==> src/rtl/core/strip_profile_peak_detector_top_macros.svh <==
// ----------------------------------------------------------------------------
// Strip profile peak detector assertion macros
// Shared concurrent assertion forms, clocked on clk_i and off during reset.
// ----------------------------------------------------------------------------
`ifndef STRIP_PROFILE_PEAK_DETECTOR_TOP_MACROS_SVH
`define STRIP_PROFILE_PEAK_DETECTOR_TOP_MACROS_SVH

// An antecedent that must always bring its consequent in the same cycle.
`define SPD_ASSERT_IMPL(lbl, ante, cons, msg) \
  lbl: assert property (@(posedge clk_i) disable iff (!rst_ni) (ante) |-> (cons)) \
    else $error(msg);

// A condition that must never hold.
`define SPD_ASSERT_NEVER(lbl, cond, msg) \
  lbl: assert property (@(posedge clk_i) disable iff (!rst_ni) !(cond)) \
    else $error(msg);

`endif

==> src/rtl/core/spd_pkg.sv <==
// ----------------------------------------------------------------------------
// spd_pkg
// Types and constants shared by the strip profile peak detector modules.
// ----------------------------------------------------------------------------
package spd_pkg;

  localparam int ROW_W      = 12;
  localparam int VAL_W      = 9;
  localparam int SUM_W      = 20;
  localparam int SW_W       = 13;
  localparam int HW_W       = 6;
  localparam int CFG_DATA_W = 13;
  localparam int DIV_W      = 13;

  localparam int STRIP_MAX_DEF       = 4096;
  localparam int HALF_WINDOW_MAX_DEF = 32;
  localparam int ROWS_MAX_DEF        = 4096;

  localparam int QUEUE_DEPTH = 4;
  localparam int RES_DEPTH   = 4;

  localparam logic [VAL_W-1:0] VAL_FULL      = 9'd256;
  localparam logic [VAL_W-1:0] VAL_MIN_RESET = 9'd255;
  localparam logic [SW_W-1:0]  SW_RESET      = 13'd64;
  localparam logic [HW_W-1:0]  HW_RESET      = 6'd5;

  typedef enum logic [0:0] {
    CFG_STRIP_WIDTH = 1'b0,
    CFG_HALF_WINDOW = 1'b1
  } cfg_idx_e;

  typedef enum logic [1:0] {
    KIND_PEAK    = 2'd0,
    KIND_VALLEY  = 2'd1,
    KIND_SUMMARY = 2'd2
  } kind_e;

  // One finished row travelling from the front to the back.
  typedef struct packed {
    logic [SUM_W-1:0] sum;
    logic             store;
    logic             img;
  } row_ent_t;

  typedef struct packed {
    kind_e            kind;
    logic [ROW_W-1:0] peak_row;
    logic [VAL_W-1:0] peak_value;
    logic [ROW_W-1:0] valley_row;
    logic [VAL_W-1:0] valley_value;
    logic [ROW_W-1:0] rise_row;
    logic [VAL_W-1:0] rise_value;
    logic [ROW_W-1:0] fall_row;
    logic [VAL_W-1:0] fall_value;
    logic             last;
  } res_t;

endpackage

==> src/rtl/core/spd_fifo.sv <==
// ----------------------------------------------------------------------------
// spd_fifo
// Small synchronous first-in first-out queue with full and empty flags.
// ----------------------------------------------------------------------------
module spd_fifo
  import spd_pkg::*;
#(
  parameter int W     = 8,
  parameter int DEPTH = 4
) (
  input  logic         clk_i,
  input  logic         rst_ni,
  input  logic         push_i,
  input  logic [W-1:0] din_i,
  output logic         full_o,
  input  logic         pop_i,
  output logic [W-1:0] dout_o,
  output logic         empty_o
);

  localparam int AW = (DEPTH > 1) ? $clog2(DEPTH) : 1;

  logic [W-1:0]  mem_q [DEPTH];
  logic [AW-1:0] wp_q, rp_q;
  logic [AW:0]   cnt_q;
  logic          do_push, do_pop;

  assign full_o  = (cnt_q == (AW+1)'(DEPTH));
  assign empty_o = (cnt_q == '0);
  assign do_push = push_i && !full_o;
  assign do_pop  = pop_i && !empty_o;
  assign dout_o  = mem_q[rp_q];

  function automatic logic [AW-1:0] inc(input logic [AW-1:0] p);
    return (p == AW'(DEPTH - 1)) ? '0 : p + AW'(1);
  endfunction

  always_ff @(posedge clk_i) begin
    if (do_push) begin
      mem_q[wp_q] <= din_i;
    end
  end

  always_ff @(posedge clk_i or negedge rst_ni) begin
    if (!rst_ni) begin
      wp_q  <= '0;
      rp_q  <= '0;
      cnt_q <= '0;
    end else begin
      if (do_push) begin
        wp_q <= inc(wp_q);
      end
      if (do_pop) begin
        rp_q <= inc(rp_q);
      end
      if (do_push && !do_pop) begin
        cnt_q <= cnt_q + (AW+1)'(1);
      end else if (do_pop && !do_push) begin
        cnt_q <= cnt_q - (AW+1)'(1);
      end
    end
  end

endmodule

==> src/rtl/core/spd_div.sv <==
// ----------------------------------------------------------------------------
// spd_div
// Restoring divider, one quotient bit per cycle.
// ----------------------------------------------------------------------------
module spd_div
  import spd_pkg::*;
#(
  parameter int NW = SUM_W,
  parameter int DW = DIV_W
) (
  input  logic          clk_i,
  input  logic          rst_ni,
  input  logic          start_i,
  input  logic [NW-1:0] dividend_i,
  input  logic [DW-1:0] divisor_i,
  output logic          done_o,
  output logic [NW-1:0] quo_o
);

  localparam int CW = $clog2(NW + 1);

  logic [NW-1:0] quo_q;
  logic [DW-1:0] rem_q, dv_q, rem_n;
  logic [CW-1:0] cnt_q;
  logic          busy_q, done_q;
  logic [DW:0]   sh, diff;
  logic          ge;

  assign sh     = {rem_q, quo_q[NW-1]};
  assign ge     = sh >= {1'b0, dv_q};
  assign diff   = sh - {1'b0, dv_q};
  assign rem_n  = ge ? diff[DW-1:0] : sh[DW-1:0];
  assign done_o = done_q;
  assign quo_o  = quo_q;

  always_ff @(posedge clk_i) begin
    if (start_i) begin
      quo_q <= dividend_i;
      rem_q <= '0;
      dv_q  <= divisor_i;
    end else if (busy_q) begin
      quo_q <= {quo_q[NW-2:0], ge};
      rem_q <= rem_n;
    end
  end

  always_ff @(posedge clk_i or negedge rst_ni) begin
    if (!rst_ni) begin
      busy_q <= 1'b0;
      done_q <= 1'b0;
      cnt_q  <= '0;
    end else begin
      done_q <= 1'b0;
      if (start_i) begin
        busy_q <= 1'b1;
        cnt_q  <= CW'(NW);
      end else if (busy_q) begin
        cnt_q <= cnt_q - CW'(1);
        if (cnt_q == CW'(1)) begin
          busy_q <= 1'b0;
          done_q <= 1'b1;
        end
      end
    end
  end

endmodule

==> src/rtl/core/spd_front.sv <==
// ----------------------------------------------------------------------------
// spd_front
// Pixel accumulator: sums each row and queues finished rows for the back.
// ----------------------------------------------------------------------------
module spd_front
  import spd_pkg::*;
#(
  parameter int ROWS_MAX = ROWS_MAX_DEF
) (
  input  logic       clk_i,
  input  logic       rst_ni,
  input  logic       accept_i,
  input  logic [7:0] pixel_i,
  input  logic       row_end_i,
  input  logic       image_end_i,
  output logic       q_push_o,
  output row_ent_t   q_ent_o
);

  localparam int RC_W = $clog2(ROWS_MAX + 1);

  logic [SUM_W-1:0] sum_q;
  logic [SUM_W:0]   sum_wide;
  logic [SUM_W-1:0] sum_n;
  logic [RC_W-1:0]  rows_q;
  logic             ends, store;

  assign sum_wide = {1'b0, sum_q} + (SUM_W+1)'(pixel_i);
  assign sum_n    = sum_wide[SUM_W] ? '1 : sum_wide[SUM_W-1:0];
  assign ends     = row_end_i || image_end_i;
  assign store    = (rows_q < RC_W'(ROWS_MAX));

  assign q_push_o      = accept_i && ends && (store || image_end_i);
  assign q_ent_o.sum   = sum_n;
  assign q_ent_o.store = store;
  assign q_ent_o.img   = image_end_i;

  always_ff @(posedge clk_i or negedge rst_ni) begin
    if (!rst_ni) begin
      sum_q  <= '0;
      rows_q <= '0;
    end else if (accept_i) begin
      if (ends) begin
        sum_q <= '0;
        if (image_end_i) begin
          rows_q <= '0;
        end else if (store) begin
          rows_q <= rows_q + RC_W'(1);
        end
      end else begin
        sum_q <= sum_n;
      end
    end
  end

endmodule

==> src/rtl/core/spd_back.sv <==
// ----------------------------------------------------------------------------
// spd_back
// Row sequencer: profile value, ring store, moving window and peak search.
// ----------------------------------------------------------------------------
module spd_back
  import spd_pkg::*;
#(
  parameter int STRIP_MAX       = STRIP_MAX_DEF,
  parameter int HALF_WINDOW_MAX = HALF_WINDOW_MAX_DEF,
  parameter int ROWS_MAX        = ROWS_MAX_DEF
) (
  input  logic            clk_i,
  input  logic            rst_ni,
  input  logic            q_empty_i,
  input  row_ent_t        q_ent_i,
  output logic            q_pop_o,
  input  logic [SW_W-1:0] strip_width_i,
  input  logic [HW_W-1:0] half_window_i,
  input  logic            res_full_i,
  output logic            res_push_o,
  output res_t            res_o
);

  localparam int D     = 2 * HALF_WINDOW_MAX + 1;
  localparam int PTR_W = $clog2(D);
  localparam int WIN_W = $clog2(HALF_WINDOW_MAX + 1);
  localparam int WS_W  = $clog2(2 * HALF_WINDOW_MAX * 256 + 1);
  localparam int CNT_W = $clog2(D);
  localparam int RC_W  = $clog2(ROWS_MAX + 1);

  typedef enum logic [12:0] {
    ST_IDLE  = 13'b0000000000001,
    ST_DIVY  = 13'b0000000000010,
    ST_STORE = 13'b0000000000100,
    ST_RSUB  = 13'b0000000001000,
    ST_RCHK  = 13'b0000000010000,
    ST_ARD   = 13'b0000000100000,
    ST_ADIV  = 13'b0000001000000,
    ST_ADEC  = 13'b0000010000000,
    ST_AEMIT = 13'b0000100000000,
    ST_FINIT = 13'b0001000000000,
    ST_FCHK  = 13'b0010000000000,
    ST_FSUB  = 13'b0100000000000,
    ST_SUMM  = 13'b1000000000000
  } state_e;

  state_e st_q;
  row_ent_t ent_q;

  logic [VAL_W-1:0] ring_q [D];
  logic [VAL_W-1:0] rd_q;
  logic             rd_en;
  logic [PTR_W-1:0] rd_addr;

  logic [RC_W-1:0]  rc_q, r_q, ai_q;
  logic [PTR_W-1:0] wptr_q, rptr_q, aip_q;
  logic [WIN_W-1:0] win_q, w_e, hw_clamp, k_fl;
  logic [WS_W-1:0]  wsum_q;
  logic [CNT_W-1:0] cnt_q;
  logic [VAL_W-1:0] y_q;
  logic             seek_q, have_q, flush_q, atlast_q;
  logic [RC_W-1:0]  pr_q, vr_q, rr_q;
  logic [VAL_W-1:0] pv_q, vv_q, rv_q, minv_q, maxv_q;
  res_t             rec_q;

  logic             div_start, div_done;
  logic [SUM_W-1:0] div_a, div_quo, avg;
  logic [DIV_W-1:0] div_b, sw_eff;
  logic [VAL_W-1:0] y_new;

  logic [RC_W-1:0]  pr_e, vr_e, rr_e;
  logic [VAL_W-1:0] pv_e, vv_e, rv_e, y_a;
  logic             gt_avg, lt_avg;

  logic [RC_W-1:0]  pr_d, vr_d, rr_d;
  logic [VAL_W-1:0] pv_d, vv_d, rv_d;
  res_t             dec_rec, summ_rec;
  logic             dec_emit, dec_seek, dec_have, step_adv;
  state_e           step_next;

  function automatic logic [PTR_W-1:0] mod_sub(input logic [PTR_W-1:0] p,
                                               input logic [WIN_W:0]   k);
    logic [PTR_W:0] t;
    t = {1'b0, p} - (PTR_W+1)'(k);
    if (t[PTR_W]) begin
      t = t + (PTR_W+1)'(D);
    end
    return t[PTR_W-1:0];
  endfunction

  function automatic logic [PTR_W-1:0] inc(input logic [PTR_W-1:0] p);
    return (p == PTR_W'(D - 1)) ? '0 : p + PTR_W'(1);
  endfunction

  function automatic logic [ROW_W-1:0] row_out(input logic [RC_W-1:0] r);
    return ROW_W'(r);
  endfunction

  // Effective divisor and latched half window.
  always_comb begin
    sw_eff = DIV_W'(strip_width_i);
    if (strip_width_i == '0) begin
      sw_eff = DIV_W'(1);
    end else if (32'(strip_width_i) > STRIP_MAX) begin
      sw_eff = DIV_W'(STRIP_MAX);
    end
    hw_clamp = WIN_W'(half_window_i);
    if (half_window_i == '0) begin
      hw_clamp = WIN_W'(1);
    end else if (32'(half_window_i) > HALF_WINDOW_MAX) begin
      hw_clamp = WIN_W'(HALF_WINDOW_MAX);
    end
    w_e  = (rc_q == '0) ? hw_clamp : win_q;
    k_fl = (rc_q < RC_W'(win_q)) ? WIN_W'(rc_q) : win_q;
  end

  assign q_pop_o   = (st_q == ST_IDLE) && !q_empty_i;
  assign div_start = (q_pop_o && q_ent_i.store) || (st_q == ST_ARD);
  assign div_a     = (st_q == ST_ARD) ? SUM_W'(wsum_q) : q_ent_i.sum;
  assign div_b     = (st_q == ST_ARD) ? DIV_W'(cnt_q) : sw_eff;
  assign y_new     = (div_quo >= SUM_W'(256)) ? '0 :
                     VAL_FULL - {1'b0, div_quo[7:0]};

  spd_div #(.NW(SUM_W), .DW(DIV_W)) u_div (
    .clk_i      (clk_i),
    .rst_ni     (rst_ni),
    .start_i    (div_start),
    .dividend_i (div_a),
    .divisor_i  (div_b),
    .done_o     (div_done),
    .quo_o      (div_quo)
  );

  // Ring read port.
  always_comb begin
    rd_en   = 1'b0;
    rd_addr = aip_q;
    case (st_q)
      ST_STORE: begin
        rd_en   = (rc_q >= RC_W'({w_e, 1'b0}));
        rd_addr = mod_sub(wptr_q, {w_e, 1'b0});
      end
      ST_FCHK: begin
        rd_en   = (ai_q >= RC_W'(win_q));
        rd_addr = mod_sub(aip_q, {1'b0, win_q});
      end
      ST_ARD: begin
        rd_en   = 1'b1;
        rd_addr = aip_q;
      end
      default: begin
        rd_en   = 1'b0;
        rd_addr = aip_q;
      end
    endcase
  end

  always_ff @(posedge clk_i) begin
    if (st_q == ST_STORE) begin
      ring_q[wptr_q] <= y_q;
    end
    if (rd_en) begin
      rd_q <= ring_q[rd_addr];
    end
  end

  // Trackers as seen by the analysis step; row zero restarts them.
  always_comb begin
    y_a    = rd_q;
    avg    = (cnt_q == '0) ? '0 : div_quo;
    gt_avg = SUM_W'(y_a) > avg;
    lt_avg = SUM_W'(y_a) < avg;
    if (ai_q == '0) begin
      pr_e = '0; vr_e = '0; rr_e = '0;
      pv_e = y_a; vv_e = y_a; rv_e = y_a;
    end else begin
      pr_e = pr_q; vr_e = vr_q; rr_e = rr_q;
      pv_e = pv_q; vv_e = vv_q; rv_e = rv_q;
    end
  end

  // Outcome of one analysis step: tracker updates and the record it may emit.
  always_comb begin
    dec_rec      = '0;
    dec_rec.last = !flush_q && !ent_q.img;
    dec_emit     = 1'b0;
    dec_seek     = seek_q;
    dec_have     = have_q;
    pr_d = pr_e; pv_d = pv_e;
    vr_d = vr_e; vv_d = vv_e;
    rr_d = rr_e; rv_d = rv_e;
    if (!seek_q) begin
      if (gt_avg || atlast_q) begin
        dec_rec.kind         = KIND_VALLEY;
        dec_rec.valley_row   = row_out(vr_e);
        dec_rec.valley_value = vv_e;
        dec_emit = have_q;
        dec_seek = 1'b1;
        rr_d = ai_q; rv_d = y_a;
        pr_d = ai_q; pv_d = y_a;
      end else if (y_a < vv_e) begin
        vr_d = ai_q; vv_d = y_a;
      end
    end else begin
      if (lt_avg) begin
        dec_rec.kind         = KIND_PEAK;
        dec_rec.peak_row     = row_out(pr_e);
        dec_rec.peak_value   = pv_e;
        dec_rec.valley_row   = row_out(vr_e);
        dec_rec.valley_value = vv_e;
        dec_rec.rise_row     = row_out(rr_e);
        dec_rec.rise_value   = rv_e;
        dec_rec.fall_row     = row_out(ai_q);
        dec_rec.fall_value   = y_a;
        dec_emit = 1'b1;
        dec_have = 1'b1;
        dec_seek = 1'b0;
        vr_d = ai_q; vv_d = y_a;
      end else if (y_a > pv_e) begin
        pr_d = ai_q; pv_d = y_a;
      end
    end
    step_next = flush_q ? (atlast_q ? ST_SUMM : ST_FCHK)
                        : (ent_q.img ? ST_FINIT : ST_IDLE);
    step_adv  = flush_q && !atlast_q;

    summ_rec              = '0;
    summ_rec.kind         = KIND_SUMMARY;
    summ_rec.peak_value   = maxv_q;
    summ_rec.valley_value = minv_q;
    summ_rec.last         = 1'b1;
  end

  // In the summary state a flush record may still sit in rec_q until the summary record replaces it.
  assign res_push_o = ((st_q == ST_AEMIT) ||
                       ((st_q == ST_SUMM) && (rec_q.kind == KIND_SUMMARY))) &&
                      !res_full_i;
  assign res_o      = rec_q;

  always_ff @(posedge clk_i or negedge rst_ni) begin
    if (!rst_ni) begin
      st_q     <= ST_IDLE;
      ent_q    <= '0;
      rc_q     <= '0;
      r_q      <= '0;
      ai_q     <= '0;
      wptr_q   <= '0;
      rptr_q   <= '0;
      aip_q    <= '0;
      win_q    <= WIN_W'(5);
      wsum_q   <= '0;
      cnt_q    <= '0;
      y_q      <= '0;
      seek_q   <= 1'b0;
      have_q   <= 1'b0;
      flush_q  <= 1'b0;
      atlast_q <= 1'b0;
      pr_q     <= '0;
      pv_q     <= '0;
      vr_q     <= '0;
      vv_q     <= '0;
      rr_q     <= '0;
      rv_q     <= '0;
      minv_q   <= VAL_MIN_RESET;
      maxv_q   <= '0;
      rec_q    <= '0;
    end else begin
      case (st_q)
        ST_IDLE: begin
          if (!q_empty_i) begin
            ent_q <= q_ent_i;
            st_q  <= q_ent_i.store ? ST_DIVY : ST_FINIT;
          end
        end
        ST_DIVY: begin
          if (div_done) begin
            y_q  <= y_new;
            st_q <= ST_STORE;
          end
        end
        ST_STORE: begin
          win_q  <= w_e;
          if (y_q < minv_q) minv_q <= y_q;
          if (y_q > maxv_q) maxv_q <= y_q;
          wsum_q <= wsum_q + WS_W'(y_q);
          cnt_q  <= cnt_q + CNT_W'(1);
          r_q    <= rc_q;
          rptr_q <= wptr_q;
          rc_q   <= rc_q + RC_W'(1);
          wptr_q <= inc(wptr_q);
          st_q   <= rd_en ? ST_RSUB : ST_RCHK;
        end
        ST_RSUB: begin
          wsum_q <= wsum_q - WS_W'(rd_q);
          cnt_q  <= cnt_q - CNT_W'(1);
          st_q   <= ST_RCHK;
        end
        ST_RCHK: begin
          if (r_q >= RC_W'(win_q)) begin
            ai_q     <= r_q - RC_W'(win_q);
            aip_q    <= mod_sub(rptr_q, {1'b0, win_q});
            flush_q  <= 1'b0;
            atlast_q <= 1'b0;
            st_q     <= ST_ARD;
          end else begin
            st_q <= ent_q.img ? ST_FINIT : ST_IDLE;
          end
        end
        ST_ARD: begin
          st_q <= ST_ADIV;
        end
        ST_ADIV: begin
          if (div_done) begin
            st_q <= ST_ADEC;
          end
        end
        ST_ADEC: begin
          pr_q   <= pr_d; pv_q <= pv_d;
          vr_q   <= vr_d; vv_q <= vv_d;
          rr_q   <= rr_d; rv_q <= rv_d;
          seek_q <= dec_seek;
          have_q <= dec_have;
          rec_q  <= dec_rec;
          if (dec_emit) begin
            st_q <= ST_AEMIT;
          end else begin
            st_q <= step_next;
            if (step_adv) begin
              ai_q  <= ai_q + RC_W'(1);
              aip_q <= inc(aip_q);
            end
          end
        end
        ST_AEMIT: begin
          if (!res_full_i) begin
            st_q <= step_next;
            if (step_adv) begin
              ai_q  <= ai_q + RC_W'(1);
              aip_q <= inc(aip_q);
            end
          end
        end
        ST_FINIT: begin
          rec_q <= summ_rec;
          if (rc_q == '0) begin
            st_q <= ST_SUMM;
          end else begin
            ai_q    <= rc_q - RC_W'(k_fl);
            aip_q   <= mod_sub(wptr_q, {1'b0, k_fl});
            flush_q <= 1'b1;
            st_q    <= ST_FCHK;
          end
        end
        ST_FCHK: begin
          atlast_q <= (ai_q == rc_q - RC_W'(1));
          st_q     <= rd_en ? ST_FSUB : ST_ARD;
        end
        ST_FSUB: begin
          wsum_q <= wsum_q - WS_W'(rd_q);
          cnt_q  <= cnt_q - CNT_W'(1);
          st_q   <= ST_ARD;
        end
        ST_SUMM: begin
          // The summary record is rebuilt here since flush records reuse rec_q.
          rec_q <= summ_rec;
          if (!res_full_i && rec_q.kind == KIND_SUMMARY) begin
            rc_q     <= '0;
            wptr_q   <= '0;
            wsum_q   <= '0;
            cnt_q    <= '0;
            seek_q   <= 1'b0;
            have_q   <= 1'b0;
            flush_q  <= 1'b0;
            atlast_q <= 1'b0;
            pr_q <= '0; pv_q <= '0;
            vr_q <= '0; vv_q <= '0;
            rr_q <= '0; rv_q <= '0;
            minv_q <= VAL_MIN_RESET;
            maxv_q <= '0;
            st_q   <= ST_IDLE;
          end
        end
        default: begin
          st_q <= ST_IDLE;
        end
      endcase
    end
  end

endmodule

==> src/rtl/core/strip_profile_peak_detector_top.sv <==
// ----------------------------------------------------------------------------
// strip_profile_peak_detector_top
// Row darkness profile of an image strip with moving-average peak search.
// ----------------------------------------------------------------------------
// Pixels are taken one beat per cycle while the four-entry row queue has a
// free slot; once it is full, full holds off every beat until the back end
// takes a row. Each stored row then passes through the back end in order:
// the bit-serial row-mean divide, the ring store and window update, and the
// analysis step, which runs the same divider again for the window average.
// The end of an image adds up to half_window further analysis steps, then
// the summary beat. Results wait in a four-entry output queue, so a stalled
// consumer only stops the back end once that queue is full.
module strip_profile_peak_detector_top
  import spd_pkg::*;
#(
  parameter int STRIP_MAX       = STRIP_MAX_DEF,
  parameter int HALF_WINDOW_MAX = HALF_WINDOW_MAX_DEF,
  parameter int ROWS_MAX        = ROWS_MAX_DEF
) (
  input  logic                  clk_i,
  input  logic                  rst_ni,
  input  logic                  cfg_we_i,
  input  logic [0:0]            cfg_addr_i,
  input  logic [CFG_DATA_W-1:0] cfg_wdata_i,
  input  logic                  push,
  output logic                  full,
  input  logic [7:0]            pixel_i,
  input  logic                  row_end_i,
  input  logic                  image_end_i,
  output logic                  empty,
  input  logic                  pop,
  output logic [1:0]            kind_o,
  output logic [ROW_W-1:0]      peak_row_o,
  output logic [VAL_W-1:0]      peak_value_o,
  output logic [ROW_W-1:0]      valley_row_o,
  output logic [VAL_W-1:0]      valley_value_o,
  output logic [ROW_W-1:0]      rise_row_o,
  output logic [VAL_W-1:0]      rise_value_o,
  output logic [ROW_W-1:0]      fall_row_o,
  output logic [VAL_W-1:0]      fall_value_o,
  output logic                  last_o
);

  `include "strip_profile_peak_detector_top_macros.svh"

  logic [SW_W-1:0] strip_width_q;
  logic [HW_W-1:0] half_window_q;

  logic     accept;
  logic     q_push, q_full, q_pop, q_empty;
  row_ent_t q_din, q_dout;
  logic     res_push, res_full;
  res_t     res_rec, res_dout;

  // Configuration registers are plain write-only registers.
  always_ff @(posedge clk_i or negedge rst_ni) begin
    if (!rst_ni) begin
      strip_width_q <= SW_RESET;
      half_window_q <= HW_RESET;
    end else if (cfg_we_i) begin
      case (cfg_idx_e'(cfg_addr_i))
        CFG_STRIP_WIDTH: strip_width_q <= cfg_wdata_i[SW_W-1:0];
        CFG_HALF_WINDOW: half_window_q <= cfg_wdata_i[HW_W-1:0];
        default: begin
          strip_width_q <= strip_width_q;
        end
      endcase
    end
  end

  // The input side refuses a beat only while the row queue is full.
  assign full   = q_full;
  assign accept = push && !full;

  spd_front #(.ROWS_MAX(ROWS_MAX)) u_front (
    .clk_i       (clk_i),
    .rst_ni      (rst_ni),
    .accept_i    (accept),
    .pixel_i     (pixel_i),
    .row_end_i   (row_end_i),
    .image_end_i (image_end_i),
    .q_push_o    (q_push),
    .q_ent_o     (q_din)
  );

  spd_fifo #(.W($bits(row_ent_t)), .DEPTH(QUEUE_DEPTH)) u_row_q (
    .clk_i   (clk_i),
    .rst_ni  (rst_ni),
    .push_i  (q_push),
    .din_i   (q_din),
    .full_o  (q_full),
    .pop_i   (q_pop),
    .dout_o  (q_dout),
    .empty_o (q_empty)
  );

  spd_back #(
    .STRIP_MAX       (STRIP_MAX),
    .HALF_WINDOW_MAX (HALF_WINDOW_MAX),
    .ROWS_MAX        (ROWS_MAX)
  ) u_back (
    .clk_i         (clk_i),
    .rst_ni        (rst_ni),
    .q_empty_i     (q_empty),
    .q_ent_i       (q_dout),
    .q_pop_o       (q_pop),
    .strip_width_i (strip_width_q),
    .half_window_i (half_window_q),
    .res_full_i    (res_full),
    .res_push_o    (res_push),
    .res_o         (res_rec)
  );

  spd_fifo #(.W($bits(res_t)), .DEPTH(RES_DEPTH)) u_res_q (
    .clk_i   (clk_i),
    .rst_ni  (rst_ni),
    .push_i  (res_push),
    .din_i   (res_rec),
    .full_o  (res_full),
    .pop_i   (pop),
    .dout_o  (res_dout),
    .empty_o (empty)
  );

  assign kind_o         = res_dout.kind;
  assign peak_row_o     = res_dout.peak_row;
  assign peak_value_o   = res_dout.peak_value;
  assign valley_row_o   = res_dout.valley_row;
  assign valley_value_o = res_dout.valley_value;
  assign rise_row_o     = res_dout.rise_row;
  assign rise_value_o   = res_dout.rise_value;
  assign fall_row_o     = res_dout.fall_row;
  assign fall_value_o   = res_dout.fall_value;
  assign last_o         = res_dout.last;

  // A row is never pushed into a full row queue, since full stalls the beat.
  `SPD_ASSERT_NEVER(a_row_q_overflow, q_push && q_full, "row queue overflow")
  // The back end only offers a result when the output queue has room.
  `SPD_ASSERT_NEVER(a_res_q_overflow, res_push && res_full, "result queue overflow")
  // Every summary record closes the results of its input beat.
  `SPD_ASSERT_IMPL(a_summary_last, res_push && (res_rec.kind == KIND_SUMMARY),
                   res_rec.last, "summary record without last")

endmodule

==> config.mk <==
export PLATFORM = sky130hd
export DESIGN_NAME = strip_profile_peak_detector_top
export DESIGN_NICKNAME = d
export VERILOG_FILES = /design/src/rtl/core/spd_pkg.sv /design/src/rtl/core/spd_fifo.sv /design/src/rtl/core/spd_div.sv /design/src/rtl/core/spd_front.sv /design/src/rtl/core/spd_back.sv /design/src/rtl/core/strip_profile_peak_detector_top.sv
export VERILOG_INCLUDE_DIRS = /design/src /design/src/rtl/core
export SDC_FILE = /design/constraint.sdc
export NUM_CORES = 2
export LEC_CHECK = 0
export ABC_AREA = 1
export BUFFER_PORTS_ARGS = -buffer_cell sky130_fd_sc_hd__buf_2
export CAP_MARGIN = 40
export CORE_ASPECT_RATIO = 1.4
export CORE_MARGIN = 1
export CORE_UTILIZATION = 55
export CTS_BUF_LIST = sky130_fd_sc_hd__clkbuf_4 sky130_fd_sc_hd__clkbuf_8
export DETAILED_ROUTE_END_ITERATION = 8
export GPL_TIMING_DRIVEN = 0
export PLACE_DENSITY = 0.67
export SYNTH_ARGS = -nofsm -noshare
export SYNTH_HDL_FRONTEND = slang
export SYNTH_HIERARCHICAL = 1
export SYNTH_SLANG_ARGS = --single-unit
export TNS_END_PERCENT = 10
==> constraint.sdc <==
create_clock -name clk_i -period 12 [get_ports clk_i]
set_clock_uncertainty 0.1 [all_clocks]
set_input_delay 3 -clock clk_i [delete_from_list [all_inputs] [get_ports clk_i]]
set_output_delay 3 -clock clk_i [all_outputs]
set_load 0.1 [all_outputs]
==> Word level (Yosys, flattened, before mapping) <==
Memory sizes are Yosys's and may differ from the RTL's. A register that Yosys moved wholly into a read port is not among the register bits.
Cells that the tools add are included.
{ "op_classes": {"add_sub_neg": 32, "magnitude_cmp": 15, "n_eq_ne": 36, "muxes": 142, "n_bitwise": 2, "reduce_logical": 71} }
{ "ops": {"columns": ["operator", "n"], "rows": [
  ["$mux 13", 33],
  ["$pmux 87 s2", 1],
  ["$pmux 13 s13", 1],
  ["$mux 9", 18],
  ["$mux 20", 6],
  ["$pmux 13 s2", 4],
  ["$mux 7", 14],
  ["$pmux 9 s2", 5],
  ["$mux 84", 1],
  ["$mux 21", 3],
  ["$pmux 13 s4", 1],
  ["$pmux 15 s3", 1],
  ["$mux 42", 1],
  ["$add 13x1->13 const B", 3],
  ["$logic_not 13->1", 3],
  ["$add 7x7->7 const B", 4],
  ["$pmux 7 s2", 2],
  ["$pmux 7 s4", 1],
  ["$ge 13x6->1", 2],
  ["$sub 13x6->13", 2],
  ["$mux 1", 25],
  ["$mux 6", 4],
  ["$sub 7x6->8", 3],
  ["$add 20x8->21", 1],
  ["68 further kinds", 159]
]} }
{ "totals": {"ff_bits": 405, "mem_bits_rw": 1021, "input_bits": 29, "output_inout_bits": 89, "word_cells": 353, "n_memories": 3} }
{ "mem_list": {"columns": ["name", "words", "width", "read_ports", "rd_clocked_by_memory_dff", "write_ports", "line", "text"], "rows": [
  ["u_back.ring_q", 65, 9, 1, 1, 1, "spd_back.sv:50", "logic [VAL_W-1:0] ring_q [D];"],
  ["u_res_q.mem_q", 4, 87, 1, 0, 1, "spd_fifo.sv:23", "logic [W-1:0] mem_q [DEPTH];"],
  ["u_row_q.mem_q", 4, 22, 1, 0, 1, "spd_fifo.sv:23", null]
]} }

==> Depth between registers and ports, before layout <==
{ "depth": {"word_depth": 10, "ltp_mapped": 30} }

==> Cells and area by module <==
The synthesis kept the hierarchy.
{ "by_module_without_submodules": {"columns": ["mod", "n_inst", "cells_each", "area_per_inst_um2", "seq_area_each_um2"], "rows": [
  ["spd_back", 1, 4969, 45745.1, 24932.7],
  ["spd_fifo (u_res_q)", 1, 1076, 14398.8, 10625.2],
  ["spd_fifo (u_row_q)", 1, 317, 4033.9, 2817.7],
  ["spd_div", 1, 401, 3154.3, 1426.4],
  ["spd_front", 1, 374, 2487.4, 825.8],
  ["strip_profile_peak_detector_top", 1, 86, 797.0, 479.2]
]} }

==> Least setup slack after synthesis <==
Ideal clock, no wire load.
{ "synth_timing": {"kind": "register -> register", "startpoint": "reg u_back.st_q[1]", "endpoint": "mem u_res_q/mem_q[0][0] (netlist name) (enable)", "setup_ns": 0.534, "arrival_time_ns": 5.368, "t_required_ns": 11.366, "setup_slack_ns": 5.999, "stages_incl_launch_ff": 12, "path_cell_list": "dfrtp_1 -> nor2_4 -> inv_2 -> nor2_4 -> nand2_2 -> nor3_4 -> inv_1 -> nor2_4 -> inv_1 -> o21ai_0 -> nand2_1 -> nor2_1"} }
{ "synth_between": {"elab_chain_cells": 7, "word_cells_on_any_way": 8} }
{ "synth_rtl": {"columns": ["element", "line", "text"], "rows": [
  ["from (decl)", "spd_back.sv:47", "state_e st_q;"],
  ["from (signal assigned)", "spd_back.sv:272", "st_q <= q_ent_i.store ? ST_DIVY : ST_FINIT;"],
  ["from (signal assigned)", "spd_back.sv:291", "st_q <= rd_en ? ST_RSUB : ST_RCHK;"],
  ["from (signal assigned)", "spd_back.sv:306", "st_q <= ent_q.img ? ST_FINIT : ST_IDLE;"],
  ["$eq 13x13->1", "spd_back.sv:236", "((st_q == ST_SUMM) && (rec_q.kind == KIND_SUMMARY))) &&"],
  ["$logic_and 1x1->1", "spd_back.sv:236", null],
  ["$logic_or 1x1->1 (*)", "spd_back.sv:235", "assign res_push_o = ((st_q == ST_AEMIT) ||"],
  ["$logic_and 1x1->1 (*)", "spd_back.sv:236", null],
  ["net res_push", "strip_profile_peak_detector_top.sv:52", "logic res_push, res_full;"],
  ["$logic_and 1x1->1 (*)", "spd_fifo.sv:30", "assign do_push = push_i && !full_o;"],
  ["$mux 1 (*)", "spd_fifo.sv:39", "if (do_push) begin"],
  ["$mux 1 (not written as such) (*)", "spd_fifo.sv:40", "mem_q[wp_q] <= din_i;"],
  ["to (decl)", "spd_fifo.sv:23", null]
]} }
Mark *: on every way through the listed nets, which the timed path passes. The rest lies on a longest branch.

==> Worst setup path after layout <==
{ "layout_timing": {"startpoint": "reg u_back.rc_q[0]", "endpoint": "reg u_back.rd_q[1] (read register of u_back.ring_q) (data pin)"} }
{ "layout_between": {"elab_chain_cells": 6, "word_cells_on_any_way": 8} }
{ "layout_rtl": {"columns": ["element", "line", "text"], "rows": [
  ["from (decl)", "spd_back.sv:55", "logic [RC_W-1:0] rc_q, r_q, ai_q;"],
  ["from (signal assigned)", "spd_back.sv:289", "rc_q <= rc_q + RC_W'(1);"],
  ["$logic_not 13->1 (*)", "spd_back.sv:113", "w_e = (rc_q == '0) ? hw_clamp : win_q;"],
  ["$mux 6 (*)", "spd_back.sv:113", null],
  ["net u_back.w_e[0]", "spd_back.sv:57", "logic [WIN_W-1:0] win_q, w_e, hw_clamp, k_fl;"],
  ["$sub 7x7->8", "spd_back.sv:84", "t = {1'b0, p} - (PTR_W+1)'(k);"],
  ["$add 7x7->7", "spd_back.sv:86", "t = t + (PTR_W+1)'(D);"],
  ["$mux 7", "spd_back.sv:85", "if (t[PTR_W]) begin"],
  ["$pmux 7 s2", "spd_back.sv:138", "case (st_q)"],
  ["to (decl)", "spd_back.sv:51", "logic [VAL_W-1:0] rd_q;"]
]} }
Marked as above.
A chain may end at the register's enable or synchronous reset.

==> key figures <==
Placed design
  • Port bufs: around 120
  • Dpl cell area: 74300 µm²
  • Post-DP HPWL: 163 mm
  • Dpl ws: 6120 ps
  • Gp weighted congestion: 0.997
  • Placed insts: 9040

Power
  • Power Dens Cells: 220 nW/µm²
  • Peak supply drop: ~0.3 mV
  • Total power: 17.4 mW
  • Leakage: 33.4 nW

Global route
  • Vias in the first global route: 53048
  • GRT Util Overall: between 30% and 40%
  • Met1 GRT Util: 38.8%
  • Global Route met3 Usage: approximately 5.6%
  • Largest net degree at the start of global routing: approximately 110
  • Antenna violations before repair: 13
  • GR peak layer: met2
  • First-pass GRT wire length: 325 mm
  • GRT overflow: 0
  • GR Layer Usage met2: 58.6%

Worst hold path
  • Hold/Removal Path Class: reg -> reg
  • Worst hold path depth: 2

Cells and area
  • Nets@finish: between 7000 and 8000
  • Non-filler instance count after layout: 9443
  • Number of fill cells: 10649
  • Layout cells sized above 1: 11.8%
  • Multi-input logic area: 23500 µm²
  • Area delta synth->final: 11.6%
  • Sequential Area: 41100 µm²
  • Util after Layout: between 60% and 70%
  • Design Area, Final: 78800 µm²

Worst setup path
  • Worst Setup Start Kind: register
  • Critical Path RT: 12590 ps
  • Most common cell on crit path: nand3_1
  • Max incr delay on CP: 490 ps
  • CP max FO: 12
  • Critical path's top delay family: simple AND/OR/NAND/NOR gates
  • Critical path class: reg -> reg
  • Crit. End Element: register
  • Crit path buf inv count: 5
  • Worst path slowest cell: nand3_2
  • Stages on worst setup path: 26
  • R2R depth: 26
  • CP arrival: approximately 6700 ps

Floorplanning
  • DIE HEIGHT: ~430 µm
  • Core area: about 130000 µm²
  • Die width: 305 µm
  • FP Rows: 155
  • Full die area: 130000 µm²
  • Initial Util: a little under three fifths
  • Top Ports: 118

Clocking
  • Hold_buf cts: 0
  • Num CTS Buffers: 210
  • Clk slew on worst S/H paths: 70 ps
  • Post CTS Setup Buffer Count: 0
  • CTS resizes: 0
  • Root buffer cell: clkbuf_8
  • CTS tree: built
  • CTS sink cnt: 1432
  • H-Tree Depth: 4
  • Later-pin clock latency in the skew report: 970 ps
  • Max clock buf depth: 3

Synthesis
  • Seq/Total Area, Yosys: 58.2%
  • Top post-synthesis cells by count: nand2_1 (1547), edfxtp_1 (1063), inv_1 (1040)
  • Synth Flop Type: edfxtp_1
  • Cell variety after synth: 74
  • Top post-synthesis cells by area: edfxtp_1 (45%), dfrtp_1 (12%), nand2_1 (8.2%), nand3_1 (5.8%), inv_1 (5.5%)
  • Yosys warns: 6
  • Cell Area, Synth: 70600 µm²
  • Syn_area_per_cell: roughly 9.8 µm²
  • EDFF count, synth: 1063
  • Share of Yosys cell area claimed by the top area cell type: a little under half
  • Number of synthesized register bits: 1432
  • Cell taking the most area after synthesis: edfxtp_1
  • Count leader, synth: nand2_1
  • Cell count after synthesis: between 7000 and 8000
  • Async S/R FF share, synth: 24.9%
  • Post-synth net total: 7422

STA
  • Setup Viol. Count Final: 0
  • Period utilization: 51.1%
  • RSZ-0062 raised after global routing: no
  • Final Max Slew Viols: 0
  • Worst Tran Pin Value: 967 ps
  • Final hold vios: 0
  • Final worst hold slack: 374 ps
  • Crit path time final: 6130 ps
  • Fmax: 163 MHz
  • Worst Setup Slack, final: 5870 ps
  • Setup TNS: 0 ps
  • Slew Limit Headroom: 35.3%

Routing
  • Via count: 54843
  • DRT Pass-1 Iters: 6
  • Remaining routing DRC violations: 0
  • Vias per cell: ~5.8
  • 1st-iter DRT viols: 5807
  • Routed WL per cell: 23.4 µm
  • DRT antenna net count: 0
  • Total wire length: 221 mm

Run status
  • Status: complete, no violations

Flow run
  • Max-cap viol count: 0
-- cell families after synthesis --
kind of cell / synth area share (%)
xor+xnor: 0.992
mux: 0.0142
buf+inv: 8.52
compound gates: 8.89
fa+ha+maj: 3.12
flops: 58.2
simple gates: 20.3
-- worst reg2reg max path: stages (launching register included) --
cell	delay [ps]
dfrtp_1	480
clkinv_1	470
ha_1	400
nand2_2	90
nor2_4	50
nand2_4	140
nor2_1	130
a22oi_1	240
inv_1	110
ha_1	210
fa_1	400
inv_1	110
nand4_1	150
nand2_2	130
nand3_1	140
nand3_1	170
nand3_2	490
buf_4	450
buf_2	240
nand3_1	160
nand3_1	140
nand3_1	130
nand3_1	160
nand3_1	260
nand2_1	200
nand2_1	100
nand2_1	50
-- final cells by class --
class	count	share of cell area [%]
Clock inverter	100	0.927
Clock buffer	295	4.71
Antenna cell	5	0.0159
Inverter	1075	5.13
Buffer	338	2.51
Tap cell	1648	2.62
Timing Repair Buffer	172	2.03
Sequential cell	1432	52.2
Multi-Input combinational cell	4378	29.9
-- state kept, by name (all words and copies together) (netlist names), 15 cells and up --
name	cells
u_back/res_o	87
u_back/ring_q	585
u_front/sum_q	20
u_back/wsum_q	15
u_back/u_div/quo_o	20
u_res_q/mem_q	348
u_row_q/mem_q	88
-- cells in the final DEF (no fill, tap or decap), types with 12 or more instances in the layout --
| cell type | instances |
|---|---|
| xnor2_1 | 26 |
| dfxtp_1 | 13 |
| o22ai_1 | 47 |
| nand4_1 | 61 |
| o21ai_0 | 325 |
| ha_1 | 160 |
| buf_4 | 43 |
| nor2_2 | 18 |
| nor2_4 | 14 |
| o211ai_2 | 18 |
| clkbuf_1 | 101 |
| dfrtp_1 | 333 |
| buf_16 | 21 |
| o31ai_1 | 32 |
| nor2_1 | 345 |
| nand3_2 | 21 |
| inv_1 | 1040 |
| a21oi_1 | 175 |
| a32o_1 | 25 |
| nand2_1 | 1547 |
| nand3_1 | 823 |
| edfxtp_1 | 1063 |
| dfstp_2 | 14 |
| clkinv_2 | 40 |
| inv_2 | 19 |
| buf_2 | 254 |
| nand3b_1 | 197 |
| nand2_2 | 24 |
| clkbuf_4 | 56 |
| a211oi_1 | 16 |
| a22oi_1 | 30 |
| xor2_1 | 54 |
| clkbuf_8 | 239 |
| nor4_1 | 12 |
| buf_1 | 15 |
| buf_6 | 58 |
| clkinv_1 | 52 |
| o211ai_1 | 223 |
| nor3_1 | 46 |
-- routing by layer --
metal	part of all wire (%)	routed length, µm	vias to the layer above
li1	-	-	25343
met1	36	80200	26463
met4	6.7	14700	4
met2	50	110000	2394
met3	7.3	16200	639
met5	0.012	26	-
-- power breakdown --
part           internal (mW)  switching [mW]  leakage, nW
Combinational           1.82            5.58         18.0
Clock                   2.18            1.94         2.36
Sequential              5.60           0.232         13.0
-- final timing paths --
| kind | start | to | slack [ps] |
|---|---|---|---|
| worst min-delay path | strip_width_q[2] | strip_width_q[2] | 370 |
| worst min register to register | strip_width_q[2] | strip_width_q[2] | 370 |
| max in group asynchronous | rst_ni | u_back/st_q[0] | 8360 |
| worst max register to register | u_back/rc_q[0] | u_back/rd_q[1] | 5870 |
| worst max-delay path | u_back/rc_q[0] | u_back/rd_q[1] | 5870 |
| min in group asynchronous | rst_ni | strip_width_q[11] | 1960 |
(Power assumes the default switching activity.)
